<file path="config.mk">
export PLATFORM = sky130hd
export DESIGN_NAME = lrupg_ctrl
export DESIGN_NICKNAME = d
export VERILOG_FILES = /design/src/rtl/lru_page_replacement_pager_assert.svh /design/src/rtl/lrupg_pkg.sv /design/src/rtl/lrupg_ctrl.sv
export SDC_FILE = /design/constraint.sdc
export NUM_CORES = 1
export LEC_CHECK = 0
export ABC_AREA = 1
export BUFFER_PORTS_ARGS = -buffer_cell sky130_fd_sc_hd__buf_2
export CORE_AREA = 2 2 39 41
export DETAILED_ROUTE_END_ITERATION = 7
export DIE_AREA = 0 0 41 43
export PLACE_DENSITY_LB_ADDON = 0.1
export SETUP_SLACK_MARGIN = 0.05
export SKIP_LAST_GASP = 1
export SYNTH_ARGS = -nofsm -noshare
export SYNTH_HDL_FRONTEND = slang
export SYNTH_SLANG_ARGS = --single-unit
</file>
<file path="constraint.sdc">
create_clock -name i_clk -period 1.9 [get_ports i_clk]
set_input_delay 0.38 -clock i_clk [delete_from_list [all_inputs] [get_ports i_clk]]
set_output_delay 0.38 -clock i_clk [all_outputs]
set_load 0.01 [all_outputs]
</file>
<file path="src/rtl/lru_page_replacement_pager_assert.svh">
// Assertion macros for the pager RTL.
`ifndef LRU_PAGE_REPLACEMENT_PAGER_ASSERT_SVH
`define LRU_PAGE_REPLACEMENT_PAGER_ASSERT_SVH

// Condition a implies condition c in the same cycle.
`define LRUPG_ASSERT_NOW(label, clk, rst_n, a, c) \
    label: assert property (@(posedge clk) disable iff (!rst_n) (a) |-> (c)) \
        else $error("pager check failed");

// Condition a implies condition c in the next cycle.
`define LRUPG_ASSERT_NEXT(label, clk, rst_n, a, c) \
    label: assert property (@(posedge clk) disable iff (!rst_n) (a) |=> (c)) \
        else $error("pager check failed");

`endif

</file>
<file path="src/rtl/lrupg_pkg.sv">
// Types, constants and codes of the LRU page-replacement pager.
`default_nettype none

package lrupg_pkg;

    localparam int NUM_PROCS   = 16;
    localparam int NUM_PAGES   = 16;
    localparam int PAGE_BYTES  = 128;

    localparam int PROC_W      = 4;
    localparam int PC_W        = 11;
    localparam int MASK_W      = 16;
    localparam int PAGE_SHIFT  = $clog2(PAGE_BYTES);
    localparam int PAGE_W      = PC_W - PAGE_SHIFT;
    localparam int PIDX_W      = $clog2(NUM_PAGES);
    localparam int ADDR_W      = PROC_W + PIDX_W;
    localparam int STAMP_DEPTH = NUM_PROCS * NUM_PAGES;
    localparam int STAMP_W     = 31;

    localparam logic [STAMP_W-1:0] TICK_MAX   = '1;
    localparam logic [STAMP_W-1:0] TICK_RESET = STAMP_W'(1);

    typedef enum logic [1:0] {
        ACT_NONE      = 2'd0,
        ACT_PAGEIN    = 2'd1,
        ACT_EVICT     = 2'd2,
        ACT_EVICT_ALL = 2'd3
    } t_action;

    typedef struct packed {
        logic [PROC_W-1:0] proc;
        logic              active;
        logic [PC_W-1:0]   pc;
        logic [MASK_W-1:0] resident_mask;
        logic              pagein_ok;
        logic              end_of_tick;
    } t_in_item;

    typedef struct packed {
        t_action     action;
        logic [3:0]  needed_page;
        logic [3:0]  victim_page;
        logic        pagein_tried;
    } t_out_item;

    typedef enum logic [2:0] {
        ST_IDLE,
        ST_STAMP,
        ST_SCAN,
        ST_LAST,
        ST_FINISH
    } t_state;

    typedef struct packed {
        logic load_in;
        logic stamp_we;
        logic scan_rd;
        logic out_load;
    } t_cmd;

    typedef struct packed {
        logic need_scan;
        logic scan_last;
        logic out_free;
    } t_sts;

endpackage

`default_nettype wire

</file>
<file path="src/rtl/lrupg_ctrl.sv">
// Controller state machine of the pager: sequences stamp, victim scan and result.
`default_nettype none

module lrupg_ctrl (
    input  logic            i_clk,
    input  logic            i_rst_n,
    input  logic            i_in_valid,
    output logic            o_in_ready,
    input  lrupg_pkg::t_sts i_sts,
    output lrupg_pkg::t_cmd o_cmd
);

    lrupg_pkg::t_state r_state;
    lrupg_pkg::t_state n_state;

    always_ff @(posedge i_clk) begin
        if (!i_rst_n) begin
            r_state <= lrupg_pkg::ST_IDLE;
        end else begin
            r_state <= n_state;
        end
    end

    always_comb begin
        n_state = r_state;
        unique case (r_state)
            lrupg_pkg::ST_IDLE: begin
                if (i_in_valid) begin
                    n_state = lrupg_pkg::ST_STAMP;
                end
            end
            lrupg_pkg::ST_STAMP: begin
                n_state = i_sts.need_scan ? lrupg_pkg::ST_SCAN : lrupg_pkg::ST_FINISH;
            end
            lrupg_pkg::ST_SCAN: begin
                if (i_sts.scan_last) begin
                    n_state = lrupg_pkg::ST_LAST;
                end
            end
            lrupg_pkg::ST_LAST: begin
                n_state = lrupg_pkg::ST_FINISH;
            end
            lrupg_pkg::ST_FINISH: begin
                if (i_sts.out_free) begin
                    n_state = lrupg_pkg::ST_IDLE;
                end
            end
            default: begin
                n_state = lrupg_pkg::ST_IDLE;
            end
        endcase
    end

    always_comb begin
        o_in_ready = 1'b0;
        o_cmd      = '0;
        unique case (r_state)
            lrupg_pkg::ST_IDLE: begin
                o_in_ready    = 1'b1;
                o_cmd.load_in = i_in_valid;
            end
            lrupg_pkg::ST_STAMP: begin
                o_cmd.stamp_we = 1'b1;
            end
            lrupg_pkg::ST_SCAN: begin
                o_cmd.scan_rd = 1'b1;
            end
            lrupg_pkg::ST_LAST: begin
                // final compare runs off the last registered read
            end
            lrupg_pkg::ST_FINISH: begin
                o_cmd.out_load = i_sts.out_free;
            end
            default: begin
            end
        endcase
    end

endmodule

`default_nettype wire

</file>
==> metrics, run 1 <==
CTS max path bufs 2; Setup Buffers After CTS 0; DR WL/cell 7.48 um; fin nets 49; Hold Crit Class input port to flip-flop; Die Wd 41 um; f_max 0.676 GHz; leak pwr 0.000155 uW; diode count 0; post-route ant nets 0; max-slew violation count 0; Peak VDD IR 231 uV; Post-route DRC 0; row count 14; Initial Util 0.130; Resize count post-CTS 0; Final Critical Period 1480 ps; Ports 11; RSZ-0062 raised after global routing no; final setup fails 0; CTS Root Buffer Type clkbuf_4; area leader, netlist dfxtp_1; CTS tree built; Biggest register r_state; Syn Inst Count 28; wl on met1 186 um; crit path DAT 1100 ps; Clk pin slew, worst setup/hold paths 40 ps; CP Class flip-flop to output port; vias per inst 3.71; Syn. warnings 0; die area 1760 sq um; Crit. End Element output port; Clock Sinks 3; Largest regs r_state x3; final core occ 0.200; drt pass-1 iters 1; GRT Overall Usage 0.0691; number of flip-flops in the largest register 3; met3 routed WL 53 um; hold bufs inserted after CTS 0; Syn Std Cell Area 180 sq um; TritonCTS buffer count 3; Slew HR 0.846; Synth cell types 12; commonest non-fill, non-tap cells in the layout buf_2 (10), inv_1 (8), nand2_1 (4); outcome finished clean; Layout area overhead 53.5%; synthesis-stage register bit count 3; fill count 168; die height 43 um; Worst Tran Pin Value 229 ps; Hold Vio Cnt, Final 0; Vias 215; Core ar. 1380 sq um; Clock Skews 3.08 ps; CP Max Fanout 4; sequential area share after synthesis 0.333; clk_lat worst skew 230 ps; synth top area cells dfxtp_1 (33%), inv_1 (17%), nand3_1 (8.3%); port buffer count 10; initial DRC count 0; CP startpoint kind flip-flop; max cap viols 0; PwrDens 950 nW/um^2; total congestion overflow 0; Worst EP required 1520 ps; number of H-tree levels 1; setup tns final 0 ps; post-synthesis net count 34; share of cells above drive strength 1 0.405; DRT Wirelength 434 um; commonest non-fill, non-tap cell in the layout buf_2; max layer used met3; period utilisation layout 0.778; largest net degree at the start of global routing 6; post-synth top area share 0.333; first-pass GRT wire length 759 um; vias in the first global route 215; met2 WL 194 um; syn avg cell area 6.43 sq um; initial antenna violation count 0; GPL Wtd Cong 0.596
[worst max-delay path, stage by stage (launching register included)]
cell and delay [ps]:
dfxtp_1 390, inv_1 70, nor4_1 230, buf_2 180
[power by group]
group / switching, uW / internal (uW)
combinational: 40.7 / 30.3
clock: 32.4 / 78.7
sequential: 9.54 / 70.8
total: 82.7 / 180
[area by class of cell]
| type | instances | area, sq um | share of cell area |
|---|---|---|---|
| Clock buffer | 4 | 26.3 | 0.0950 |
| Inverter | 9 | 33.8 | 0.122 |
| Multi-Input combinational cell | 16 | 86.3 | 0.312 |
| Tap cell | 16 | 20.0 | 0.0724 |
| Sequential cell | 3 | 60.1 | 0.217 |
| Timing Repair Buffer | 10 | 50.0 | 0.181 |
[synthesized netlist by cell type (all sizes together)]
cell type  number
nand4           2
nand3           3
inv             9
a21oi           2
nor2            3
dfxtp           3
nor3            1
nand2           4
nor4            1
[metal layers]
layer	track usage	vias up
met1	0.0703	93
met5	0	-
met3	0.0628	0
met2	0.0906	7
li1	-	115
met4	0.0400	0
[cells by family (layout without fill, tap and decap cells)]
kind of cell,Yosys count,in the layout,share of synthesized area
simple gates,14,14,0.403
buf+inv,9,23,0.187
flops,3,3,0.333
compound gates,2,2,0.0764
[worst paths after layout]
path              startpoint         end  slack (ps)  cells after the start
setup / recovery  r_state[2]    o_cmd[0]         420                      3
hold / removal       i_rst_n  r_state[1]         410                      3
setup reg to reg  r_state[0]  r_state[0]        1040                      4
hold reg to reg   r_state[0]  r_state[2]         540                      2
[stage by stage]
step / setup slack, ps / power [uW] / area [sq um] / cells / hold WS (ps)
floorplan: 678 / 127 / 180 / 28 / 508
global placement: 666 / 155 / 250 / 54 / 540
detailed placement: 677 / 154 / 250 / 54 / 532
CTS: 418 / 271 / 277 / 58 / 406
global route: 362 / 292 / 277 / 58 / 434
finish: 422 / 263 / 277 / 58 / 411
Power figures use the tool's default switching activity.
==> run 2: changes to the inputs <==
clock period = 1.4 ns   (was 1.9 ns; I/O delays follow)
==> run 2 against run 1 <==
Register-to-register slack worse by 550 ps. Hold slack worse by 100 ps. Die area unchanged. Critical path depth up 1. Sequential power up 43%.
==> metrics, run 2 (synthesized netlist as in run 1, its figures left out) <==
initial antenna violation count 0 (unchanged); Clock Power Share 0.402 (-0.021); port buffer count 10 (unchanged); commonest non-fill, non-tap cells in the layout buf_2 (10), inv_1 (8), nand2_1 (3), nand3_1 (3), clkbuf_4 (3); pre-CTS setup slack 276 ps (-401 ps); fin worst setup slack 116 ps (-306 ps); leak pwr 0.000164 uW (+5.8%); vias in the first global route 216 (+0.47%); final core occ 0.220 (+0.0199); sw frac 0.321 (+0.00651); final setup fails 0 (unchanged); Core ar. 1380 sq um (unchanged); Hold Crit Class input port to flip-flop; post-route cell area 304 sq um (+10%); GPL Wtd Cong 0.591 (-0.86%); Vias 220 (+2.3%); CP Class flip-flop to output port; max-slew violation count 0 (unchanged); Ports 11 (unchanged); Crit. End Element output port; Int Pwr 256 uW (+42%); Clock Sinks 3 (unchanged); setup tns final 0 ps (unchanged); RSZ-0062 raised after global routing yes; die area 1760 sq um (unchanged); diode count 0 (unchanged); combinational share of power 0.293 (+0.022); drt pass-1 iters 3 (+2); initial DRC count 1 (+1); share of cells above drive strength 1 0.535 (+0.130); Final Critical Period 1280 ps; number of flip-flops in the largest register 3 (unchanged); crit path DAT 1000 ps (-100 ps); fill count 171 (+1.8%); clk_lat worst skew 230 ps (about the same); Die Wd 41 um (unchanged); Slowest cell on crit path dfxtp_4; flop-to-flop setup slack 490 ps (-550 ps); GRT Overall Usage 0.0802 (+0.0110); Slew HR 0.885 (+0.0394); Clock Skews 1.68 ps (-1.39 ps); CTS tree built; crit-path max cell delay 350 ps (-40 ps); CP Max Fanout 5 (+1); Hold Vio Cnt, Final 0 (unchanged); switching power 121 uW (+47%); CP startpoint kind flip-flop; DR WL/cell 7.92 um (+5.8%); Initial Util 0.130 (unchanged); outcome finished clean; die height 43 um (unchanged); Total Power 377 uW (+44%); Clk pin slew, worst setup/hold paths 40 ps (about the same); Largest regs r_state x3; max cap viols 0 (unchanged); total congestion overflow 0 (unchanged); vias per inst 3.73 (+0.59%); PwrDens 1240 nW/um^2 (+31%); TritonCTS buffer count 3 (unchanged); area of placed instances 250 sq um (unchanged); Worst EP required 1120 ps (-400 ps); sequential share of power 0.305 (about the same); f_max 0.779 GHz; number of H-tree levels 1 (unchanged); fin nets 50 (+2.0%); Post-route DRC 0 (unchanged); first-pass GRT wire length 828 um (+9.1%); Worst Tran Pin Value 171 ps (-58.4 ps); row count 14 (unchanged); Layout area overhead 68.8%; post-route ant nets 0 (unchanged); CTS max path bufs 2 (unchanged); Peak VDD IR 367 uV (+59%); commonest non-fill, non-tap cell in the layout buf_2; largest net degree at the start of global routing 6 (unchanged); period utilisation layout 0.917; CTS Root Buffer Type clkbuf_4; DRT Wirelength 467 um (+7.6%); cells along the critical path nor2_4 -> nand2_1 -> inv_1 -> buf_2; Biggest register r_state; placed wire-length estimate 370 um
==> run 2: worst paths after layout <==
kind | cells after the start | end | start
worst max-delay path | 4 | o_cmd[1] | r_state[2]
worst min register to register | 2 | r_state[2] | r_state[0]
worst max register to register | 5 | r_state[0] | r_state[2]
worst min-delay path | 3 | r_state[0] | i_rst_n
==> run 2: repair_timing <==
item                                   4_1_cts  5_1_grt
hold buffers                                 0        0
pin swaps                                    0        2
setup endpoints to repair                    3        5
buffers inserted                             0        1
endpoints found under the hold margin        0        0
resized for setup                            2        5
==> run 2: area by class of cell <==
class                           count  area [sq um]  area share
Multi-Input combinational cell     16           100       0.329
Sequential cell                     3          66.3       0.218
Timing Repair Buffer               11          57.6       0.189
Inverter                            9          33.8       0.111
Clock buffer                        4          26.3      0.0864
Tap cell                           16          20.0      0.0658
==> run 2: power by group through the flow <==
stage | sequential [uW] | clock (uW) | combinational (uW)
after floorplan | 108 | 0 | 64.7
after global placement | 111 | 0 | 99.5
after detailed placement | 111 | 0 | 98.9
after CTS | 112 | 162 | 102
after global routing | 117 | 171 | 129
final | 115 | 152 | 111
==> run 2: stage by stage <==
step                      cells  hold WS (ps)
after global placement       54           539
after CTS                    58           313
after global routing         59           331
final                        59           307
after detailed placement     54           527
after floorplan              28           432
==> run 2: metal layers <==
metal	GRT usage	up-vias	wire length, um
li1	-	116	-
met5	0	-	0
met4	0.0800	0	17
met1	0.0831	93	191
met3	0.0628	2	57
met2	0.0938	9	201
==> run 2: critical path: cells and delay by family (launching register included) <==
| kind | cells | cell delay [ps] |
|---|---|---|
| buffers and inverters | 2 | 180 |
| DFF | 1 | 350 |
| and+or+nand+nor | 2 | 250 |
